[src/rtl/glob_wildcard_matcher_core_assert.svh]
// Assertion macros for the glob wildcard matcher.
// Included by rtl modules that carry concurrent checks; expects clk and rst_n in scope.
`ifndef GLOB_WILDCARD_MATCHER_CORE_ASSERT_SVH
`define GLOB_WILDCARD_MATCHER_CORE_ASSERT_SVH

// antecedent implies consequent in the same cycle
`define GWM_ASSERT_IMP(lbl, ante, cons, msg) \
    lbl: assert property (@(posedge clk) disable iff (!rst_n) (ante) |-> (cons)) \
        else $error(msg);

// antecedent implies consequent in the next cycle
`define GWM_ASSERT_NXT(lbl, ante, cons, msg) \
    lbl: assert property (@(posedge clk) disable iff (!rst_n) (ante) |=> (cons)) \
        else $error(msg);

`endif

[src/rtl/gwm_pkg.sv]
// Shared types and constants for the glob wildcard matcher.
// No dependencies; imported by gwm_cell, gwm_skid and glob_wildcard_matcher_core.
`timescale 1ns / 1ps

package gwm_pkg;

    localparam int PATTERN_MAX = 32;
    localparam int POS_COUNT   = PATTERN_MAX + 1;
    localparam int LEN_W       = $clog2(POS_COUNT);
    localparam int LEN_REG_W   = 6;
    localparam int CHAR_W      = 8;
    localparam int DATA_W      = 64;
    localparam int WORD_CHARS  = DATA_W / CHAR_W;
    localparam int PAT_WORDS   = 4;
    localparam int CFG_IDX_W   = 3;
    localparam int OUT_DATA_W  = 8;

    localparam logic [CHAR_W-1:0] STAR_CHAR = 8'h2A;
    localparam logic [CHAR_W-1:0] ANY_CHAR  = 8'h3F;

    typedef logic [CFG_IDX_W-1:0] cfg_idx_t;

    localparam cfg_idx_t REG_PAT_LOW    = 3'd0;
    localparam cfg_idx_t REG_PAT_SECOND = 3'd1;
    localparam cfg_idx_t REG_PAT_THIRD  = 3'd2;
    localparam cfg_idx_t REG_PAT_HIGH   = 3'd3;
    localparam cfg_idx_t REG_PAT_LEN    = 3'd4;

    typedef struct packed {
        logic              accept;
        logic              present;
        logic              last;
        logic [CHAR_W-1:0] text_char;
    } cell_ctrl_t;

    typedef struct packed {
        logic cur_star;
        logic next_star;
        logic advance;
    } cell_link_t;

    typedef struct packed {
        logic match_bit;
        logic done;
    } result_t;

endpackage

[src/rtl/gwm_cell.sv]
// One pattern position of the matcher chain: holds its reached bit.
// Depends on gwm_pkg; chained by glob_wildcard_matcher_core.
`timescale 1ns / 1ps

module gwm_cell (
    input  logic                     clk,
    input  logic                     rst_n,
    input  gwm_pkg::cell_ctrl_t      ctrl,
    input  logic [gwm_pkg::CHAR_W-1:0] pat_char,
    input  logic                     active,
    input  gwm_pkg::cell_link_t      link_in,
    output gwm_pkg::cell_link_t      link_out,
    output logic                     next_bit
);
    import gwm_pkg::*;

    logic reached_reg;
    logic reached_next;
    logic cur;
    logic is_star;
    logic hit;
    logic next_raw;
    logic nxt;

    always_comb
    begin
        cur      = reached_reg | link_in.cur_star;
        is_star  = active && (pat_char == STAR_CHAR);
        hit      = active && !is_star &&
                   ((pat_char == ANY_CHAR) || (pat_char == ctrl.text_char));
        next_raw = (cur & is_star) | link_in.advance;
        nxt      = ctrl.present ? (next_raw | link_in.next_star) : cur;

        link_out.cur_star  = cur & is_star;
        link_out.next_star = nxt & is_star;
        link_out.advance   = cur & hit;

        reached_next = ctrl.last ? 1'b0 : nxt;
    end

    assign next_bit = nxt;

    always_ff @(posedge clk or negedge rst_n)
    begin
        if (!rst_n)
        begin
            reached_reg <= 1'b0;
        end
        else if (ctrl.accept)
        begin
            reached_reg <= reached_next;
        end
    end

endmodule

[src/rtl/gwm_skid.sv]
// Output register plus skid word between the matcher and the result stream.
// Depends on gwm_pkg and glob_wildcard_matcher_core_assert.svh.
`timescale 1ns / 1ps

`include "glob_wildcard_matcher_core_assert.svh"

module gwm_skid (
    input  logic             clk,
    input  logic             rst_n,
    input  logic             in_valid,
    input  gwm_pkg::result_t in_word,
    output logic             in_ready,
    output logic             out_valid,
    output gwm_pkg::result_t out_word,
    input  logic             out_ready
);
    import gwm_pkg::*;

    logic    out_valid_reg;
    logic    out_valid_next;
    result_t out_word_reg;
    result_t out_word_next;
    logic    skid_valid_reg;
    logic    skid_valid_next;
    result_t skid_word_reg;
    result_t skid_word_next;
    logic    in_fire;
    logic    out_free;

    assign in_ready = !skid_valid_reg;
    assign in_fire  = in_valid && in_ready;
    assign out_free = !out_valid_reg || out_ready;

    always_comb
    begin
        out_valid_next  = out_valid_reg;
        out_word_next   = out_word_reg;
        skid_valid_next = skid_valid_reg;
        skid_word_next  = skid_word_reg;
        if (out_free)
        begin
            if (skid_valid_reg)
            begin
                out_valid_next  = 1'b1;
                out_word_next   = skid_word_reg;
                skid_valid_next = 1'b0;
            end
            else if (in_fire)
            begin
                out_valid_next = 1'b1;
                out_word_next  = in_word;
            end
            else
            begin
                out_valid_next = 1'b0;
            end
        end
        else if (in_fire)
        begin
            skid_valid_next = 1'b1;
            skid_word_next  = in_word;
        end
    end

    always_ff @(posedge clk or negedge rst_n)
    begin
        if (!rst_n)
        begin
            out_valid_reg  <= 1'b0;
            skid_valid_reg <= 1'b0;
        end
        else
        begin
            out_valid_reg  <= out_valid_next;
            skid_valid_reg <= skid_valid_next;
        end
    end

    always_ff @(posedge clk)
    begin
        out_word_reg  <= out_word_next;
        skid_word_reg <= skid_word_next;
    end

    assign out_valid = out_valid_reg;
    assign out_word  = out_word_reg;

    `GWM_ASSERT_IMP(a_skid_behind_out, skid_valid_reg, out_valid_reg, "skid word without output word")
    `GWM_ASSERT_NXT(a_stall_to_skid, in_fire && out_valid_reg && !out_ready, skid_valid_reg, "stalled word not parked in skid")
    `GWM_ASSERT_NXT(a_skid_drain, skid_valid_reg && out_ready, out_valid_reg && !skid_valid_reg, "skid word not moved to output")

endmodule

[src/rtl/glob_wildcard_matcher_core.sv]
// Top level of the streamed glob matcher: config registers, cell chain, output skid.
// Depends on gwm_pkg, gwm_cell, gwm_skid and glob_wildcard_matcher_core_assert.svh.
//
//  channel | direction | ports                                   | word
//  s_      | in        | s_tvalid s_tready s_tdata s_tuser s_tlast | one text byte
//  m_      | out       | m_tvalid m_tready m_tdata m_tlast         | one match result
//  cfg_    | in        | cfg_valid cfg_ready cfg_index cfg_data  | one register write
//
// One text byte per cycle while s_tready is high; each result is registered.
// Per cycle the reached set runs through a chain of 33 cells twice (star closure
// before and after the byte), which sets the critical path.
// Reset clears the pattern, sets the start-of-string flag and empties the output.
// A stalled result parks in a skid word; s_tready drops only when that is full.
`timescale 1ns / 1ps

`include "glob_wildcard_matcher_core_assert.svh"

module glob_wildcard_matcher_core (
    input  logic                      clk,
    input  logic                      rst_n,
    input  logic                      s_tvalid,
    output logic                      s_tready,
    input  logic [gwm_pkg::CHAR_W-1:0] s_tdata,     // [7:0] text_char
    input  logic                      s_tuser,      // [0] char_present
    input  logic                      s_tlast,      // last_char
    output logic                      m_tvalid,
    input  logic                      m_tready,
    output logic [gwm_pkg::OUT_DATA_W-1:0] m_tdata, // [0] matches_so_far, [7:1] zero
    output logic                      m_tlast,      // string_done
    input  logic                      cfg_valid,
    output logic                      cfg_ready,
    input  gwm_pkg::cfg_idx_t         cfg_index,
    input  logic [gwm_pkg::DATA_W-1:0] cfg_data
);
    import gwm_pkg::*;

    logic [DATA_W-1:0]    pat_word_reg [PAT_WORDS];
    logic [LEN_REG_W-1:0] pat_len_reg;
    logic [LEN_W-1:0]     len_eff;
    logic                 fresh_reg;
    logic                 accept;
    cell_ctrl_t           ctrl;
    cell_link_t           links [POS_COUNT+1];
    logic [POS_COUNT-1:0] next_bits;
    result_t              res;
    result_t              out_word;

    assign cfg_ready = 1'b1;

    always_ff @(posedge clk or negedge rst_n)
    begin
        if (!rst_n)
        begin
            for (int i = 0; i < PAT_WORDS; i++)
            begin
                pat_word_reg[i] <= '0;
            end
            pat_len_reg <= '0;
        end
        else if (cfg_valid)
        begin
            case (cfg_index)
                REG_PAT_LOW:    pat_word_reg[0] <= cfg_data;
                REG_PAT_SECOND: pat_word_reg[1] <= cfg_data;
                REG_PAT_THIRD:  pat_word_reg[2] <= cfg_data;
                REG_PAT_HIGH:   pat_word_reg[3] <= cfg_data;
                REG_PAT_LEN:    pat_len_reg     <= cfg_data[LEN_REG_W-1:0];
                default:        ;
            endcase
        end
    end

    assign len_eff = (pat_len_reg > LEN_REG_W'(PATTERN_MAX)) ? LEN_W'(PATTERN_MAX)
                                                            : pat_len_reg[LEN_W-1:0];

    assign accept = s_tvalid && s_tready;

    always_comb
    begin
        ctrl.accept    = accept;
        ctrl.present   = s_tuser;
        ctrl.last      = s_tlast;
        ctrl.text_char = s_tdata;
    end

    // start of string seeds position zero
    always_ff @(posedge clk or negedge rst_n)
    begin
        if (!rst_n)
        begin
            fresh_reg <= 1'b1;
        end
        else if (accept)
        begin
            fresh_reg <= s_tlast;
        end
    end

    assign links[0] = '{cur_star: fresh_reg, next_star: 1'b0, advance: 1'b0};

    for (genvar p = 0; p < POS_COUNT; p++)
    begin : g_cell
        logic [CHAR_W-1:0] pat_char;
        logic              active;

        if (p < PATTERN_MAX)
        begin : g_char
            assign pat_char = pat_word_reg[p / WORD_CHARS][(p % WORD_CHARS) * CHAR_W +: CHAR_W];
        end
        else
        begin : g_end
            assign pat_char = '0;
        end

        assign active = LEN_W'(p) < len_eff;

        gwm_cell u_cell (
            .clk      (clk),
            .rst_n    (rst_n),
            .ctrl     (ctrl),
            .pat_char (pat_char),
            .active   (active),
            .link_in  (links[p]),
            .link_out (links[p+1]),
            .next_bit (next_bits[p])
        );
    end

    always_comb
    begin
        res.match_bit = next_bits[len_eff];
        res.done      = s_tlast;
    end

    gwm_skid u_skid (
        .clk       (clk),
        .rst_n     (rst_n),
        .in_valid  (s_tvalid),
        .in_word   (res),
        .in_ready  (s_tready),
        .out_valid (m_tvalid),
        .out_word  (out_word),
        .out_ready (m_tready)
    );

    assign m_tdata = {{(OUT_DATA_W-1){1'b0}}, out_word.match_bit};
    assign m_tlast = out_word.done;

    `GWM_ASSERT_NXT(a_last_restarts, accept && s_tlast, fresh_reg, "string end did not restart the set")
    `GWM_ASSERT_NXT(a_mid_not_fresh, accept && !s_tlast, !fresh_reg, "start flag kept inside a string")
    `GWM_ASSERT_NXT(a_result_shown, accept, m_tvalid, "accepted byte gave no result")
    `GWM_ASSERT_IMP(a_len_clamped, 1'b1, len_eff <= LEN_W'(PATTERN_MAX), "pattern length not clamped")

endmodule

[config.mk]
export PLATFORM = sky130hd
export DESIGN_NAME = glob_wildcard_matcher_core
export DESIGN_NICKNAME = d
export VERILOG_FILES = /design/src/rtl/gwm_pkg.sv /design/src/rtl/gwm_cell.sv /design/src/rtl/gwm_skid.sv /design/src/rtl/glob_wildcard_matcher_core.sv
export VERILOG_INCLUDE_DIRS = /design/src /design/src/rtl
export SDC_FILE = /design/constraint.sdc
export NUM_CORES = 1
export LEC_CHECK = 0
export CORE_AREA = 2 2 262 264
export CTS_BUF_LIST = sky130_fd_sc_hd__clkbuf_8
export DETAILED_ROUTE_END_ITERATION = 10
export DIE_AREA = 0 0 264 266
export DONT_BUFFER_PORTS = 1
export GPL_TIMING_DRIVEN = 1
export PLACE_DENSITY = 0.4
export SLEW_MARGIN = 20
export SYNTH_ARGS = -nofsm -noshare
export SYNTH_HDL_FRONTEND = slang
export SYNTH_SLANG_ARGS = --single-unit
[constraint.sdc]
create_clock -name clk -period 10.8 [get_ports clk]
set_input_delay 0 -clock clk [delete_from_list [all_inputs] [get_ports clk]]
set_output_delay 0 -clock clk [all_outputs]
set_load 0.05 [all_outputs]
==> impl_metrics.yaml <==
clocking:
  cts_setup_buffers: 0
  cts_resized: 0
  clk_pin_slew_ps: 60
  clkSinkCount: 302
  htree_levels: 2
  clockRootBuffer: "clkbuf_8"
  clock_path_buffers: 3
  cts_tree: "done"
  cts_inserted_buffers: 59
  insertion_delay_ps: 650
detailed_routing:
  drt_wl_total_um: 67840
  viasPerCell: 5.286
  wl_per_cell_um: 23.84
  drc_errors: 0
  drtIter0Drc: 1036
  ant_nets: 0
  vias: 15045
  first_pass_iters: 5
setup_path:
  crit_path_max_fanout: 14
  required_ps: 11390
  end_kind: "flop"
  path_class: "reg2reg"
  critPathArrivalTime_ps: 6660
  start_kind: "flop"
  r2r_slack_ps: 4730
layout:
  fillerInstances: 6992
  multiInputGateArea_mm2: 0.01062
  seqCellArea_mm2: 0.007579
  drive_gt1_frac: 0.2152
  fin_util: 0.3198
  syn_to_final_growth_pct: 15.94
  largest_reg_flops: 256
  layout_common_cells: "dfrtp_1, mux2_2, xnor2_1"
  layout_commonest_cell: "dfrtp_1"
  nets: 1998
power_and_ir_drop:
  p_leak_nw: 8.109
  p_sw_mw: 1.207
  p_int_mw: 2.442
  p_comb_frac: 0.235
  power_frac_clock: 0.320
  ir_drop_v: 0.00007830
  cellPowerDensity_mw_per_mm2: 168.4
  pwr-share-seq: 0.445
  swShare: 0.3308
timing:
  slew_headroom: 0.2607
  slew_viol_final: 0
  tns_ps: 0
  finalHoldViolCount: 0
  rsz0062_at_grt: "no"
  worstMarginPinSlew_ps: 1100
  final-setup-viol-count: 0
  finalCritPeriodShare: 0.5624
  timing.fmax_mhz: 164.6
  post-route-min-period_ps: 6074
  clock_skew_ps: 15.49
logic_synthesis:
  ys_warn_count: 0
  synthArstFlopShare: 0.9868
  ys_seq_area_frac: 0.4055
  avgSynthCellArea_um2: 10.14
  synth_top_flop_cell: "dfrtp_1"
  synthCells: 1843
  ys_types: 106
  synth-edff-count: 4
  ys_ff_latch: 302
  synth_area_mm2: 0.01869
flow_run:
  drv_cap: 0
floorplan:
  die_area_mm2: 0.07022
  ios: 94
  core.rowCount: 96
  core_area_mm2: 0.06775
  die_y_um: 266
  chipWidth_um: 264
  initial_utilization: 0.2759
worst_hold_path:
  worst_hold_path_type: "in2reg"
global_route:
  grt.overflow.total: 0
  grt_max_degree: 299
  grt_pass1_vias: 15389
  grt_antenna_before_repair: 3
  grt_pass1_wl_um: 102100
  grtUsageTotal: 0.1918
run_status:
  status: "complete, no violations"
place:
  gp_congestion: 0.8860
  io_buffers: 0
  hpwlAfterDp_um: 45000
-- cell usage after synthesis (all sizes together), types with 6 or more instances --
cell     number  area (um2)
o211ai        9       67.56
nand3        38       190.2
nand2b       17       106.4
and2         10       65.06
nor3         44       220.2
o21ai        92       471.7
xor2         72       630.6
a22o         13       113.9
o2111ai       6       52.55
nor2b        10       62.56
and3         13       81.33
nand4        66       412.9
o31a          6       61.31
a31oi        21       143.9
or2           8       50.06
o21bai        7       56.30
a21o         15       120.1
o21a          9       67.56
nand2       122       457.9
a22oi         9       67.56
inv          23       86.33
xnor2       184        1612
nor2        118       460.4
clkbuf       59       221.5
buf          41       235.2
nand4b        8       70.07
o22ai        10       62.56
or4           7       56.30
o31ai        20       165.2
a211oi       15       135.1
dfrtp       297        7432
a21oi        63       330.3
mux2        259        2917
a31o          9       87.59
or3          25       166.4
nor4         27       196.4
-- area by class of cell --
class / count / share of cell area
antenna: 3 / 0.0003465
tap: 882 / 0.05093
clock inverter: 32 / 0.007738
clock buffer: 74 / 0.04701
multi-input combinational: 1423 / 0.4903
inverter: 24 / 0.004158
timing repair buffer: 106 / 0.04978
sequential: 302 / 0.3498
-- power by group through the flow --
| stage | sequential [mW] | clock (mW) | combinational (mW) |
|---|---|---|---|
| floorplan | 1.56 | 0 | 0.663 |
| global placement | 1.63 | 0 | 0.764 |
| detailed placement | 1.64 | 0 | 0.772 |
| CTS | 1.62 | 1.22 | 0.856 |
| global route | 1.66 | 1.27 | 0.937 |
| finish | 1.62 | 1.17 | 0.856 |
-- per-layer routing --
layer,wire length (um),share of wire,track usage
met1,31870,0.47,0.2646
met2,31340,0.46,0.3102
met3,2767,0.041,0.02791
met4,1860,0.027,0.05866
met5,0,0,0
-- path summary, 6_finish.rpt --
| check | start | end | cells past startpoint |
|---|---|---|---|
| setup / recovery | pat_len_reg[0] | g_cell[31].u_cell.reached_reg | 17 |
| hold / removal | cfg_valid | g_cell[1].pat_char[2] | 3 |
| setup reg to reg | pat_len_reg[0] | g_cell[31].u_cell.reached_reg | 17 |
| hold reg to reg | g_cell[4].u_cell.reached_reg | g_cell[4].u_cell.reached_reg | 2 |
| max in group asynchronous | rst_n | g_cell[26].pat_char[2] | 4 |
| min in group asynchronous | rst_n | g_cell[20].pat_char[7] | 3 |
-- logic make-up (layout without fill, tap and decap cells) --
logic type,count (synthesis),in the layout,synth area share
buffers and inverters,124,236,0.02926
muxes,260,260,0.1573
other,2,11,0.0004019
xor gates and xnor gates,256,256,0.1200
DFF,302,302,0.4055
and+or+nand+nor,541,541,0.1533
AOI/OAI and AO/OA,358,358,0.1343
-- worst max-delay path: stages (launching register included) --
cell and delay [ps]:
dfrtp_1 850, or3_1 310, a21oi_1 130, nor4b_1 880, o221ai_1 400, nand2b_1 340
o31a_4 460, o41ai_2 500, nor2_1 180, nor4_1 250, a21oi_1 140, o31ai_2 220
a21oi_2 110, o21ai_2 200, a31o_1 210, a32oi_1 110, o21ai_1 150, dlygate4sd3_1 560
-- per-stage QoR --
stage	cell area (um2)	total power, mW	hold slack [ps]	instances	setup WS [ps]
after CTS	21590	3.697	4.081	2840	4851
final	21670	3.650	66.36	2846	4726
after global routing	21670	3.868	46.02	2846	4481
after detailed placement	19530	2.414	-261.7	2649	5079
after floorplan	18710	2.224	-295.6	1849	6553
after global placement	19530	2.398	-264.4	2649	5205
-- timing repair --
| action | in CTS | in global routing |
|---|---|---|
| endpoints found under the hold margin | 604 | 59 |
| hold buffers | 85 | 1 |
| setup endpoints to repair | 0 | 0 |
Note: power is estimated with default switching activity, not from simulation.
